--- src/rtl/core/exyzr_pkg.sv ---
// ----------------------------------------------------------------------------
// exyzr_pkg
// Shared types, constants and tables of the Euler XYZ point rotator: the
// configuration request, the coefficient sequencer states, the CORDIC
// constants and the microprogram that builds the rotation matrix.
// ----------------------------------------------------------------------------
`default_nettype none

package exyzr_pkg;

    localparam int ANGLE_W   = 16;
    localparam int CFG_IDX_W = 2;
    localparam int NUM_COEFF = 9;

    localparam logic [CFG_IDX_W-1:0] CFG_ANGLE_X = 2'd0;
    localparam logic [CFG_IDX_W-1:0] CFG_ANGLE_Y = 2'd1;
    localparam logic [CFG_IDX_W-1:0] CFG_ANGLE_Z = 2'd2;

    localparam logic [1:0] AXIS_X = 2'd0;
    localparam logic [1:0] AXIS_Y = 2'd1;
    localparam logic [1:0] AXIS_Z = 2'd2;

    localparam int CORDIC_Q          = 30;
    localparam int CORDIC_W          = 32;
    localparam int Z_W               = 34;
    localparam int PROD_W            = 64;
    localparam int TERM_W            = 34;
    localparam int ACC_W             = 35;
    localparam int ITER_W            = 5;
    localparam int CORDIC_MAX_STAGES = 24;

    localparam logic signed [CORDIC_W-1:0] CORDIC_START = 32'sd652032874;
    localparam logic signed [CORDIC_W-1:0] ONE_Q30      = 32'sh4000_0000;
    localparam logic signed [Z_W-1:0]      HALF_PI_Q30  = 34'sd1686629713;
    localparam logic signed [Z_W-1:0]      PI_Q30       = 34'sd3373259426;

    localparam logic [3:0] LAST_STEP = 4'd14;
    localparam logic [3:0] TMP_SXSY  = 4'd0;
    localparam logic [3:0] TMP_CXSY  = 4'd1;

    typedef struct packed {
        logic                 valid;
        logic [CFG_IDX_W-1:0] index;
        logic [ANGLE_W-1:0]   data;
    } t_cfg_wr;

    typedef enum logic [2:0] {
        GEN_IDLE,
        GEN_CORDIC_LOAD,
        GEN_CORDIC_RUN,
        GEN_CORDIC_SAVE,
        GEN_MUL,
        GEN_ROUND,
        GEN_ACC,
        GEN_STORE
    } t_gen_state;

    typedef enum logic [3:0] {
        OP_CX,
        OP_SX,
        OP_CY,
        OP_SY,
        OP_CZ,
        OP_SZ,
        OP_SXSY,
        OP_CXSY,
        OP_ONE
    } t_opnd;

    typedef struct packed {
        t_opnd      a;
        t_opnd      b;
        logic       sub;
        logic       to_tmp;
        logic       last;
        logic [3:0] dest;
    } t_mstep;

    function automatic logic signed [CORDIC_W-1:0] atan_q30(input logic [ITER_W-1:0] i);
        logic signed [CORDIC_W-1:0] v;
        case (i)
            5'd0:    v = 32'sh3243F6A8;
            5'd1:    v = 32'sh1DAC6705;
            5'd2:    v = 32'sh0FADBAFC;
            5'd3:    v = 32'sh07F56EA6;
            5'd4:    v = 32'sh03FEAB76;
            5'd5:    v = 32'sh01FFD55B;
            5'd6:    v = 32'sh00FFFAAA;
            5'd7:    v = 32'sh007FFF55;
            5'd8:    v = 32'sh003FFFEA;
            5'd9:    v = 32'sh001FFFFD;
            5'd10:   v = 32'sh000FFFFF;
            5'd11:   v = 32'sh0007FFFF;
            5'd12:   v = 32'sh0003FFFF;
            5'd13:   v = 32'sh0001FFFF;
            5'd14:   v = 32'sh0000FFFF;
            5'd15:   v = 32'sh00007FFF;
            5'd16:   v = 32'sh00003FFF;
            5'd17:   v = 32'sh00001FFF;
            5'd18:   v = 32'sh00000FFF;
            5'd19:   v = 32'sh000007FF;
            5'd20:   v = 32'sh000003FF;
            5'd21:   v = 32'sh000001FF;
            5'd22:   v = 32'sh000000FF;
            5'd23:   v = 32'sh0000007F;
            default: v = 32'sh00000000;
        endcase
        return v;
    endfunction

    // The rows of R = Rx * Ry * Rz as a sequence of rounded products.
    function automatic t_mstep mat_step(input logic [3:0] k);
        t_mstep s;
        case (k)
            4'd0:    s = '{OP_SX,   OP_SY,  1'b0, 1'b1, 1'b0, TMP_SXSY};
            4'd1:    s = '{OP_CX,   OP_SY,  1'b0, 1'b1, 1'b0, TMP_CXSY};
            4'd2:    s = '{OP_CY,   OP_CZ,  1'b0, 1'b0, 1'b1, 4'd0};
            4'd3:    s = '{OP_CY,   OP_SZ,  1'b1, 1'b0, 1'b1, 4'd1};
            4'd4:    s = '{OP_SY,   OP_ONE, 1'b0, 1'b0, 1'b1, 4'd2};
            4'd5:    s = '{OP_SXSY, OP_CZ,  1'b0, 1'b0, 1'b0, 4'd3};
            4'd6:    s = '{OP_CX,   OP_SZ,  1'b0, 1'b0, 1'b1, 4'd3};
            4'd7:    s = '{OP_CX,   OP_CZ,  1'b0, 1'b0, 1'b0, 4'd4};
            4'd8:    s = '{OP_SXSY, OP_SZ,  1'b1, 1'b0, 1'b1, 4'd4};
            4'd9:    s = '{OP_SX,   OP_CY,  1'b1, 1'b0, 1'b1, 4'd5};
            4'd10:   s = '{OP_SX,   OP_SZ,  1'b0, 1'b0, 1'b0, 4'd6};
            4'd11:   s = '{OP_CXSY, OP_CZ,  1'b1, 1'b0, 1'b1, 4'd6};
            4'd12:   s = '{OP_CXSY, OP_SZ,  1'b0, 1'b0, 1'b0, 4'd7};
            4'd13:   s = '{OP_SX,   OP_CZ,  1'b0, 1'b0, 1'b1, 4'd7};
            4'd14:   s = '{OP_CX,   OP_CY,  1'b0, 1'b0, 1'b1, 4'd8};
            default: s = '{OP_ONE,  OP_ONE, 1'b0, 1'b0, 1'b1, 4'd8};
        endcase
        return s;
    endfunction

endpackage

`default_nettype wire

--- src/rtl/core/exyzr_coeff_gen.sv ---
// ----------------------------------------------------------------------------
// exyzr_coeff_gen
// Holds the three angles and the nine rotation coefficients. After an angle
// write it runs an iterative CORDIC for each axis and then a one-multiplier
// sequencer that forms and rounds the coefficients of R = Rx * Ry * Rz.
// ----------------------------------------------------------------------------
`default_nettype none

module exyzr_coeff_gen
    import exyzr_pkg::*;
#(
    parameter int COEFF_FRAC  = 16,
    parameter int TRIG_STAGES = 16
) (
    input  wire logic                         i_clk,
    input  wire logic                         i_rst_n,
    input  wire t_cfg_wr                      i_cfg,
    output logic                              o_busy,
    output logic signed [COEFF_FRAC+1:0]      o_coeff [NUM_COEFF]
);

    localparam int COEFF_W = COEFF_FRAC + 2;
    localparam int SH      = CORDIC_Q - COEFF_FRAC;
    localparam int Q_W     = ACC_W - SH;
    localparam int N_ITER  = (TRIG_STAGES > CORDIC_MAX_STAGES) ? CORDIC_MAX_STAGES
                                                                : TRIG_STAGES;
    localparam logic [ITER_W-1:0] LAST_ITER = ITER_W'(N_ITER - 1);

    localparam logic signed [ACC_W-1:0] ACC_RND =
        {{(ACC_W-SH){1'b0}}, 1'b1, {(SH-1){1'b0}}};
    localparam logic signed [PROD_W-1:0] PROD_RND =
        {{(PROD_W-CORDIC_Q){1'b0}}, 1'b1, {(CORDIC_Q-1){1'b0}}};
    localparam logic signed [Q_W-1:0] CF_MAX =
        {{(Q_W-COEFF_W+1){1'b0}}, {(COEFF_W-1){1'b1}}};
    localparam logic signed [Q_W-1:0] CF_MIN = ~CF_MAX;

    t_gen_state                  r_state;
    t_gen_state                  n_state;
    logic [1:0]                  r_axis;
    logic [ITER_W-1:0]           r_iter;
    logic [3:0]                  r_step;
    logic signed [ANGLE_W-1:0]   r_angle_x;
    logic signed [ANGLE_W-1:0]   r_angle_y;
    logic signed [ANGLE_W-1:0]   r_angle_z;
    logic signed [COEFF_W-1:0]   r_coeff [NUM_COEFF];

    logic signed [CORDIC_W-1:0]  r_x;
    logic signed [CORDIC_W-1:0]  r_y;
    logic signed [Z_W-1:0]       r_z;
    logic                        r_neg;
    logic signed [CORDIC_W-1:0]  r_cos_x;
    logic signed [CORDIC_W-1:0]  r_sin_x;
    logic signed [CORDIC_W-1:0]  r_cos_y;
    logic signed [CORDIC_W-1:0]  r_sin_y;
    logic signed [CORDIC_W-1:0]  r_cos_z;
    logic signed [CORDIC_W-1:0]  r_sin_z;
    logic signed [CORDIC_W-1:0]  r_sxsy;
    logic signed [CORDIC_W-1:0]  r_cxsy;
    logic signed [PROD_W-1:0]    r_prod;
    logic signed [TERM_W-1:0]    r_term;
    logic signed [ACC_W-1:0]     r_acc;

    logic signed [ANGLE_W-1:0]   w_angle;
    logic signed [Z_W-1:0]       w_z0;
    logic signed [CORDIC_W-1:0]  w_dx;
    logic signed [CORDIC_W-1:0]  w_dy;
    logic signed [Z_W-1:0]       w_atan;
    t_mstep                      w_step;
    logic signed [CORDIC_W-1:0]  w_opa;
    logic signed [CORDIC_W-1:0]  w_opb;
    logic signed [PROD_W-1:0]    w_prod_rnd;
    logic signed [CORDIC_W-1:0]  w_cos;
    logic signed [CORDIC_W-1:0]  w_sin;

    function automatic logic signed [CORDIC_W-1:0] pick(input t_opnd op,
        input logic signed [CORDIC_W-1:0] cx, input logic signed [CORDIC_W-1:0] sx,
        input logic signed [CORDIC_W-1:0] cy, input logic signed [CORDIC_W-1:0] sy,
        input logic signed [CORDIC_W-1:0] cz, input logic signed [CORDIC_W-1:0] sz,
        input logic signed [CORDIC_W-1:0] sxsy, input logic signed [CORDIC_W-1:0] cxsy);
        logic signed [CORDIC_W-1:0] v;
        case (op)
            OP_CX:   v = cx;
            OP_SX:   v = sx;
            OP_CY:   v = cy;
            OP_SY:   v = sy;
            OP_CZ:   v = cz;
            OP_SZ:   v = sz;
            OP_SXSY: v = sxsy;
            OP_CXSY: v = cxsy;
            default: v = ONE_Q30;
        endcase
        return v;
    endfunction

    function automatic logic signed [COEFF_W-1:0] to_coeff(input logic signed [ACC_W-1:0] v);
        logic signed [ACC_W-1:0] t;
        logic signed [Q_W-1:0]   q;
        logic signed [COEFF_W-1:0] r;
        t = v + ACC_RND;
        q = $signed(t[ACC_W-1:SH]);
        if (q > CF_MAX) begin
            r = CF_MAX[COEFF_W-1:0];
        end else if (q < CF_MIN) begin
            r = CF_MIN[COEFF_W-1:0];
        end else begin
            r = q[COEFF_W-1:0];
        end
        return r;
    endfunction

    always_comb begin
        case (r_axis)
            AXIS_X:  w_angle = r_angle_x;
            AXIS_Y:  w_angle = r_angle_y;
            default: w_angle = r_angle_z;
        endcase
    end

    assign w_z0       = {w_angle[ANGLE_W-1], w_angle, 17'b0};
    assign w_dx       = r_y >>> r_iter;
    assign w_dy       = r_x >>> r_iter;
    assign w_atan     = Z_W'(atan_q30(r_iter));
    assign w_step     = mat_step(r_step);
    assign w_opa      = pick(w_step.a, r_cos_x, r_sin_x, r_cos_y, r_sin_y,
                             r_cos_z, r_sin_z, r_sxsy, r_cxsy);
    assign w_opb      = pick(w_step.b, r_cos_x, r_sin_x, r_cos_y, r_sin_y,
                             r_cos_z, r_sin_z, r_sxsy, r_cxsy);
    assign w_prod_rnd = r_prod + PROD_RND;
    assign w_cos      = r_neg ? -r_x : r_x;
    assign w_sin      = r_neg ? -r_y : r_y;

    always_ff @(posedge i_clk) begin
        if (!i_rst_n) begin
            r_state <= GEN_IDLE;
        end else begin
            r_state <= n_state;
        end
    end

    always_comb begin
        n_state = r_state;
        o_busy  = (r_state != GEN_IDLE);
        case (r_state)
            GEN_IDLE: begin
                if (i_cfg.valid && (i_cfg.index inside {CFG_ANGLE_X, CFG_ANGLE_Y,
                                                        CFG_ANGLE_Z})) begin
                    n_state = GEN_CORDIC_LOAD;
                end
            end
            GEN_CORDIC_LOAD: begin
                n_state = GEN_CORDIC_RUN;
            end
            GEN_CORDIC_RUN: begin
                if (r_iter == LAST_ITER) begin
                    n_state = GEN_CORDIC_SAVE;
                end
            end
            GEN_CORDIC_SAVE: begin
                n_state = (r_axis == AXIS_Z) ? GEN_MUL : GEN_CORDIC_LOAD;
            end
            GEN_MUL: begin
                n_state = GEN_ROUND;
            end
            GEN_ROUND: begin
                n_state = GEN_ACC;
            end
            GEN_ACC: begin
                n_state = (w_step.to_tmp || !w_step.last) ? GEN_MUL : GEN_STORE;
            end
            GEN_STORE: begin
                n_state = (r_step == LAST_STEP) ? GEN_IDLE : GEN_MUL;
            end
            default: begin
                n_state = GEN_IDLE;
            end
        endcase
    end

    always_ff @(posedge i_clk) begin
        if (!i_rst_n) begin
            r_axis    <= AXIS_X;
            r_iter    <= '0;
            r_step    <= '0;
            r_angle_x <= '0;
            r_angle_y <= '0;
            r_angle_z <= '0;
            for (int i = 0; i < NUM_COEFF; i++) begin
                r_coeff[i] <= (i % 4 == 0) ? {2'b01, {COEFF_FRAC{1'b0}}} : '0;
            end
        end else begin
            case (r_state)
                GEN_IDLE: begin
                    r_axis <= AXIS_X;
                    if (i_cfg.valid) begin
                        case (i_cfg.index)
                            CFG_ANGLE_X: r_angle_x <= $signed(i_cfg.data);
                            CFG_ANGLE_Y: r_angle_y <= $signed(i_cfg.data);
                            CFG_ANGLE_Z: r_angle_z <= $signed(i_cfg.data);
                            default: ;
                        endcase
                    end
                end
                GEN_CORDIC_LOAD: begin
                    r_iter <= '0;
                end
                GEN_CORDIC_RUN: begin
                    r_iter <= r_iter + 1'b1;
                end
                GEN_CORDIC_SAVE: begin
                    r_axis <= r_axis + 1'b1;
                    r_step <= '0;
                end
                GEN_ACC: begin
                    if (w_step.to_tmp || !w_step.last) begin
                        r_step <= r_step + 1'b1;
                    end
                end
                GEN_STORE: begin
                    r_coeff[w_step.dest] <= to_coeff(r_acc);
                    r_step               <= r_step + 1'b1;
                end
                default: ;
            endcase
        end
    end

    always_ff @(posedge i_clk) begin
        case (r_state)
            GEN_CORDIC_LOAD: begin
                r_x <= CORDIC_START;
                r_y <= '0;
                if (w_z0 > HALF_PI_Q30) begin
                    r_z   <= w_z0 - PI_Q30;
                    r_neg <= 1'b1;
                end else if (w_z0 < -HALF_PI_Q30) begin
                    r_z   <= w_z0 + PI_Q30;
                    r_neg <= 1'b1;
                end else begin
                    r_z   <= w_z0;
                    r_neg <= 1'b0;
                end
            end
            GEN_CORDIC_RUN: begin
                if (!r_z[Z_W-1]) begin
                    r_x <= r_x - w_dx;
                    r_y <= r_y + w_dy;
                    r_z <= r_z - w_atan;
                end else begin
                    r_x <= r_x + w_dx;
                    r_y <= r_y - w_dy;
                    r_z <= r_z + w_atan;
                end
            end
            GEN_CORDIC_SAVE: begin
                r_acc <= '0;
                case (r_axis)
                    AXIS_X: begin
                        r_cos_x <= w_cos;
                        r_sin_x <= w_sin;
                    end
                    AXIS_Y: begin
                        r_cos_y <= w_cos;
                        r_sin_y <= w_sin;
                    end
                    default: begin
                        r_cos_z <= w_cos;
                        r_sin_z <= w_sin;
                    end
                endcase
            end
            GEN_MUL: begin
                r_prod <= PROD_W'(w_opa) * PROD_W'(w_opb);
            end
            GEN_ROUND: begin
                r_term <= $signed(w_prod_rnd[PROD_W-1:CORDIC_Q]);
            end
            GEN_ACC: begin
                if (w_step.to_tmp) begin
                    if (w_step.dest == TMP_SXSY) begin
                        r_sxsy <= r_term[CORDIC_W-1:0];
                    end else begin
                        r_cxsy <= r_term[CORDIC_W-1:0];
                    end
                end else if (w_step.sub) begin
                    r_acc <= r_acc - ACC_W'(r_term);
                end else begin
                    r_acc <= r_acc + ACC_W'(r_term);
                end
            end
            GEN_STORE: begin
                r_acc <= '0;
            end
            default: ;
        endcase
    end

    assign o_coeff = r_coeff;

endmodule

`default_nettype wire

--- config.mk ---
export PLATFORM = sky130hd
export DESIGN_NAME = exyzr_coeff_gen
export DESIGN_NICKNAME = d
export VERILOG_FILES = /design/src/rtl/core/exyzr_pkg.sv /design/src/rtl/core/exyzr_coeff_gen.sv
export SDC_FILE = /design/constraint.sdc
export NUM_CORES = 2
export LEC_CHECK = 0
export ABC_AREA = 1
export CORE_MARGIN = 1
export CORE_UTILIZATION = 56
export DETAILED_ROUTE_END_ITERATION = 6
export DONT_BUFFER_PORTS = 1
export PLACE_DENSITY = 0.7
export SYNTH_ARGS = -nofsm -noshare
export SYNTH_HDL_FRONTEND = slang
export SYNTH_SLANG_ARGS = --single-unit
--- constraint.sdc ---
create_clock -name i_clk -period 22.8 [get_ports i_clk]
set_clock_uncertainty 0.2 [all_clocks]
set_input_delay 2.28 -clock i_clk [delete_from_list [all_inputs] [get_ports i_clk]]
set_output_delay 2.28 -clock i_clk [all_outputs]
set_load 0.05 [all_outputs]
==> report_table.html <==
<table>
<tr><th>Metric</th><th>Value</th></tr>
<tr><th colspan="2">GRT</th></tr>
<tr><td>Initial antenna violation count</td><td>3</td></tr>
<tr><td>Via count of the first global-routing pass</td><td>70,629</td></tr>
<tr><td>Gr usage total</td><td>0.355</td></tr>
<tr><td>Maximum number of pins on one net before global-route repair</td><td>113</td></tr>
<tr><td>Final global-route overflow total</td><td>0</td></tr>
<tr><td>Global-route wire length before repair</td><td>403,000 µm</td></tr>
<tr><th colspan="2">STA</th></tr>
<tr><td>Number of setup violations in the final report</td><td>0</td></tr>
<tr><td>Unrepaired setup endpoints after global routing</td><td>no</td></tr>
<tr><td>Hold Vio Cnt, Final</td><td>0</td></tr>
<tr><td>Relative slew slack</td><td>0.209</td></tr>
<tr><td>Max Slew Vio Count</td><td>0</td></tr>
<tr><td>Aggregate negative setup slack</td><td>0 ps</td></tr>
<tr><td>Period utilisation layout</td><td>0.449</td></tr>
<tr><td>Min Tclk post-route</td><td>10,240 ps</td></tr>
<tr><td>Highest attainable clock frequency</td><td>97.6 MHz</td></tr>
<tr><td>Actual slew at the worst max-slew pin</td><td>1180 ps</td></tr>
<tr><th colspan="2">Min path</th></tr>
<tr><td>Endpoint of the worst hold path</td><td>r_angle_y[9]</td></tr>
<tr><td>Number of instances on the worst hold path</td><td>2</td></tr>
<tr><td>Hold Crit Start</td><td>r_angle_y[9]</td></tr>
<tr><td>Type of the tightest min-delay check</td><td>flip-flop to flip-flop</td></tr>
<tr><th colspan="2">Yosys</th></tr>
<tr><td>Yosys Warn Count</td><td>0</td></tr>
<tr><td>Number of enable-type register cells in the synthesized netlist</td><td>459</td></tr>
<tr><td>Dominant synthesized flop cell</td><td>sky130_fd_sc_hd__edfxtp_1</td></tr>
<tr><td>Proportion of synthesized flip-flops having asynchronous set or reset</td><td>0</td></tr>
<tr><td>Simple-gate area share of the yosys netlist</td><td>0.188</td></tr>
<tr><td>Syn Nets</td><td>11,796</td></tr>
<tr><td>Flop and latch count out of synthesis</td><td>728</td></tr>
<tr><td>Xor-xnor portion of the synthesized cell area</td><td>0.0303</td></tr>
<tr><td>Area of the mapped netlist</td><td>81,700 µm²</td></tr>
<tr><td>Synthesized netlist cell count</td><td>10,345</td></tr>
<tr><td>Main combinational cell family by area after synthesis</td><td>adder cells</td></tr>
<tr><td>Count of cell types in the netlist</td><td>68</td></tr>
<tr><td>Mux contribution to synthesized area</td><td>0</td></tr>
<tr><td>Mean area per synthesized cell</td><td>7.89 µm²</td></tr>
<tr><td>Complex-gate fraction of the synthesized area</td><td>0.103</td></tr>
<tr><td>Fraction of the mapped netlist area in adder cells</td><td>0.319</td></tr>
<tr><td>Sequential share of the synthesized area</td><td>0.235</td></tr>
<tr><th colspan="2">Clocking</th></tr>
<tr><td>Hold buffer count at cts</td><td>0</td></tr>
<tr><td>Clock sinks</td><td>728</td></tr>
<tr><td>Deepest level of the CTS H-tree</td><td>3</td></tr>
<tr><td>Number of setup buffers added after CTS</td><td>0</td></tr>
<tr><td>CTS tree</td><td>done</td></tr>
<tr><td>Post-CTS clock slew at the launch and capture registers of the worst setup and hold paths</td><td>60 ps</td></tr>
<tr><td>Number of buffers on the longest clock path</td><td>3</td></tr>
<tr><td>Source-to-sink clock delay at the later pin of the worst-skew pair</td><td>710 ps</td></tr>
<tr><td>Clock root cell</td><td>sky130_fd_sc_hd__clkbuf_16</td></tr>
<tr><td>Num CTS Buffers</td><td>77</td></tr>
<tr><td>Post-cts resize count</td><td>0</td></tr>
<tr><th colspan="2">Worst setup path</th></tr>
<tr><td>First element of the critical path</td><td>w_step[14]</td></tr>
<tr><td>Capturing element type of the critical path</td><td>flip-flop</td></tr>
<tr><td>Path type of the worst setup path</td><td>flip-flop to flip-flop</td></tr>
<tr><td>Buffers &amp; Inverters on Critical Path</td><td>11</td></tr>
<tr><td>Startpoint types</td><td>flip-flop</td></tr>
<tr><td>Crit path max-delay cell type</td><td>sky130_fd_sc_hd__fa_1</td></tr>
<tr><td>CP top delay family</td><td>adder cells</td></tr>
<tr><td>Register-to-register path setup slack</td><td>12,560 ps</td></tr>
<tr><td>Max incr delay on CP</td><td>1020 ps</td></tr>
<tr><td>Largest driver fanout on the critical path</td><td>32</td></tr>
<tr><td>Launching point of the worst reg2reg path</td><td>w_step[14]</td></tr>
<tr><td>Endpoint required time on the critical path</td><td>23,040 ps</td></tr>
<tr><td>Worst reg2reg path depth</td><td>35</td></tr>
<tr><td>Arrival time of the worst setup path</td><td>10,490 ps</td></tr>
<tr><td>Worst flop-to-flop path endpoint</td><td>r_prod[60]</td></tr>
<tr><th colspan="2">Die</th></tr>
<tr><td>Placeable core area</td><td>144,000 µm²</td></tr>
<tr><td>Floorplan die area</td><td>147,000 µm²</td></tr>
<tr><td>Initial core utilization</td><td>0.566</td></tr>
<tr><td>Floorplan row count</td><td>139</td></tr>
<tr><td>Y dimension of the die</td><td>384 µm</td></tr>
<tr><td>I/O Pins</td><td>184</td></tr>
<tr><td>Die Span X</td><td>384 µm</td></tr>
<tr><th colspan="2">Flow run</th></tr>
<tr><td># Max-Cap Violations</td><td>0</td></tr>
<tr><th colspan="2">Placement</th></tr>
<tr><td>Buffers on Ports</td><td>0</td></tr>
<tr><td>Gpl congestion</td><td>1.04</td></tr>
<tr><td>HPWL after DPL</td><td>194,000 µm</td></tr>
<tr><td>Placement Cell Area</td><td>83,400 µm²</td></tr>
<tr><th colspan="2">Route</th></tr>
<tr><td>Iteration-0 DRC count of the detailed router</td><td>6,976</td></tr>
<tr><td>Via count</td><td>70,114</td></tr>
<tr><td>Count of TritonRoute iterations in the first routing pass</td><td>7</td></tr>
<tr><td>Wirelength per Cell</td><td>21.4 µm</td></tr>
<tr><td>Detailed-route DRC error count</td><td>0</td></tr>
<tr><td>Total wirelength of the detailed-routed design</td><td>259,000 µm</td></tr>
<tr><td>Via-to-Cell Ratio</td><td>5.79</td></tr>
<tr><td>Antenna violation net count after detailed routing</td><td>0</td></tr>
<tr><th colspan="2">Final layout</th></tr>
<tr><td>Post-route cell area</td><td>86,300 µm²</td></tr>
<tr><td>Count of antenna diodes in the layout</td><td>0</td></tr>
<tr><td>Fill count</td><td>12,953</td></tr>
<tr><td>Post-layout nets</td><td>11,591</td></tr>
<tr><td>Area delta synth-&gt;final</td><td>5.62%</td></tr>
<tr><td>Fraction of layout cells with a size suffix above 1</td><td>0.0359</td></tr>
<tr><th colspan="2">Status</th></tr>
<tr><td>Run status</td><td>finished clean</td></tr>
</table>
-- layout by cell type (no fill, tap or decap), types with 11 or more instances in the layout --
cell,count
sky130_fd_sc_hd__o22ai_1,119
sky130_fd_sc_hd__nand2_1,2325
sky130_fd_sc_hd__o21ai_0,456
sky130_fd_sc_hd__nor3_1,65
sky130_fd_sc_hd__inv_1,2238
sky130_fd_sc_hd__fa_1,1085
sky130_fd_sc_hd__nor4_1,29
sky130_fd_sc_hd__o211ai_1,23
sky130_fd_sc_hd__clkinv_2,15
sky130_fd_sc_hd__o21ai_1,76
sky130_fd_sc_hd__clkinv_1,13
sky130_fd_sc_hd__o21a_1,47
sky130_fd_sc_hd__ha_1,345
sky130_fd_sc_hd__a21boi_0,12
sky130_fd_sc_hd__xor2_1,187
sky130_fd_sc_hd__o31ai_1,11
sky130_fd_sc_hd__nor2_2,14
sky130_fd_sc_hd__a221oi_1,105
sky130_fd_sc_hd__buf_4,120
sky130_fd_sc_hd__o21bai_1,30
sky130_fd_sc_hd__nand2_2,14
sky130_fd_sc_hd__nand4_1,53
sky130_fd_sc_hd__clkbuf_16,83
sky130_fd_sc_hd__edfxtp_1,459
sky130_fd_sc_hd__a21oi_1,490
sky130_fd_sc_hd__dfxtp_1,266
sky130_fd_sc_hd__inv_2,19
sky130_fd_sc_hd__a21o_1,21
sky130_fd_sc_hd__nand3_1,451
sky130_fd_sc_hd__nor2_1,736
sky130_fd_sc_hd__xnor2_1,93
sky130_fd_sc_hd__or2_2,18
sky130_fd_sc_hd__a31oi_1,35
-- how the worst max path moves through the flow --
stage | end | slack (ps) | depth (start not counted)
floorplan | r_prod[60] | 14200 | 34
global placement | r_prod[60] | 12730 | 35
detailed placement | r_prod[60] | 12710 | 35
CTS | r_prod[60] | 12690 | 35
global route | r_prod[60] | 11940 | 35
finish | r_prod[60] | 12560 | 35
-- worst min-delay path, stage by stage (launching register included) --
cell and delay, ps:
sky130_fd_sc_hd__dfxtp_1 290, sky130_fd_sc_hd__inv_1 60, sky130_fd_sc_hd__a21oi_1 50
-- state kept, by name (all words and copies together) (netlist names), 34 cells and up --
name,flops
o_coeff,162
r_acc,35
r_prod,35
r_term,34
r_z,34
-- area by class of cell --
cell class | instances | area [µm²] | area share
Multi-Input combinational cell | 6945 | 52500 | 0.608
Sequential cell | 728 | 19200 | 0.222
Inverter | 2268 | 8510 | 0.0987
Tap cell | 1903 | 2380 | 0.0276
Clock buffer | 97 | 2220 | 0.0257
Timing Repair Buffer | 120 | 901 | 0.0104
Clock inverter | 45 | 609 | 0.00706
-- logic make-up after synthesis --
logic type / after synthesis
DFF: 728
AOI/OAI and AO/OA: 1466
adders and majority gates: 1430
and+or+nand+nor: 3767
xor gates and xnor gates: 282
buffers and inverters: 2672
-- synthesized netlist by cell type (10+ instances only) --
library cell	n	share of area
sky130_fd_sc_hd__nor3_1	68	0.0042
sky130_fd_sc_hd__buf_1	39	0.0018
sky130_fd_sc_hd__a31oi_1	35	0.0027
sky130_fd_sc_hd__inv_1	2244	0.10
sky130_fd_sc_hd__ha_1	345	0.053
sky130_fd_sc_hd__nor4_1	30	0.0023
sky130_fd_sc_hd__a21o_1	21	0.0019
sky130_fd_sc_hd__nor2_2	10	0.00077
sky130_fd_sc_hd__nand2_1	2326	0.11
sky130_fd_sc_hd__o211ai_1	23	0.0021
sky130_fd_sc_hd__o21bai_1	30	0.0028
sky130_fd_sc_hd__xor2_1	188	0.020
sky130_fd_sc_hd__inv_2	15	0.00069
sky130_fd_sc_hd__nand2_2	14	0.0011
sky130_fd_sc_hd__nand4_1	53	0.0041
sky130_fd_sc_hd__o22ai_1	119	0.0091
sky130_fd_sc_hd__clkbuf_1	324	0.015
sky130_fd_sc_hd__dfxtp_1	269	0.066
sky130_fd_sc_hd__o21a_1	47	0.0043
sky130_fd_sc_hd__o21ai_0	457	0.028
sky130_fd_sc_hd__xnor2_1	93	0.010
sky130_fd_sc_hd__edfxtp_1	459	0.17
sky130_fd_sc_hd__o31ai_1	11	0.0010
sky130_fd_sc_hd__fa_1	1085	0.27
sky130_fd_sc_hd__a21boi_0	12	0.0011
sky130_fd_sc_hd__or2_2	18	0.0014
sky130_fd_sc_hd__a21oi_1	490	0.030
sky130_fd_sc_hd__buf_2	25	0.0015
sky130_fd_sc_hd__o21ai_1	76	0.0047
sky130_fd_sc_hd__a221oi_1	105	0.011
sky130_fd_sc_hd__nor2_1	743	0.034
sky130_fd_sc_hd__nand3_1	451	0.028
-- stage by stage --
| step | instances | worst slack (ps) | hold slack (ps) | utilization |
|---|---|---|---|---|
| final | 12106 | 12560 | 251 | 0.598 |
| after global routing | 12106 | 11940 | 261 | 0.598 |
| after CTS | 12106 | 12690 | 250 | 0.598 |
| after detailed placement | 11964 | 12710 | 242 | 0.579 |
| after global placement | 11964 | 12730 | 237 | 0.579 |
| after floorplan | 10345 | 14200 | 230 | - |
-- layer usage --
| layer | part of all wire | vias up | track usage |
|---|---|---|---|
| met5 | 0.000035 | - | 0 |
| met1 | 0.38 | 33879 | 0.445 |
| met4 | 0.065 | 2 | 0.198 |
| met2 | 0.46 | 3673 | 0.581 |
| met3 | 0.092 | 891 | 0.0624 |
| li1 | - | 31669 | - |
Power is not shown: default switching activity piles up to over one toggle a cycle in this logic, so the estimate is an artifact.
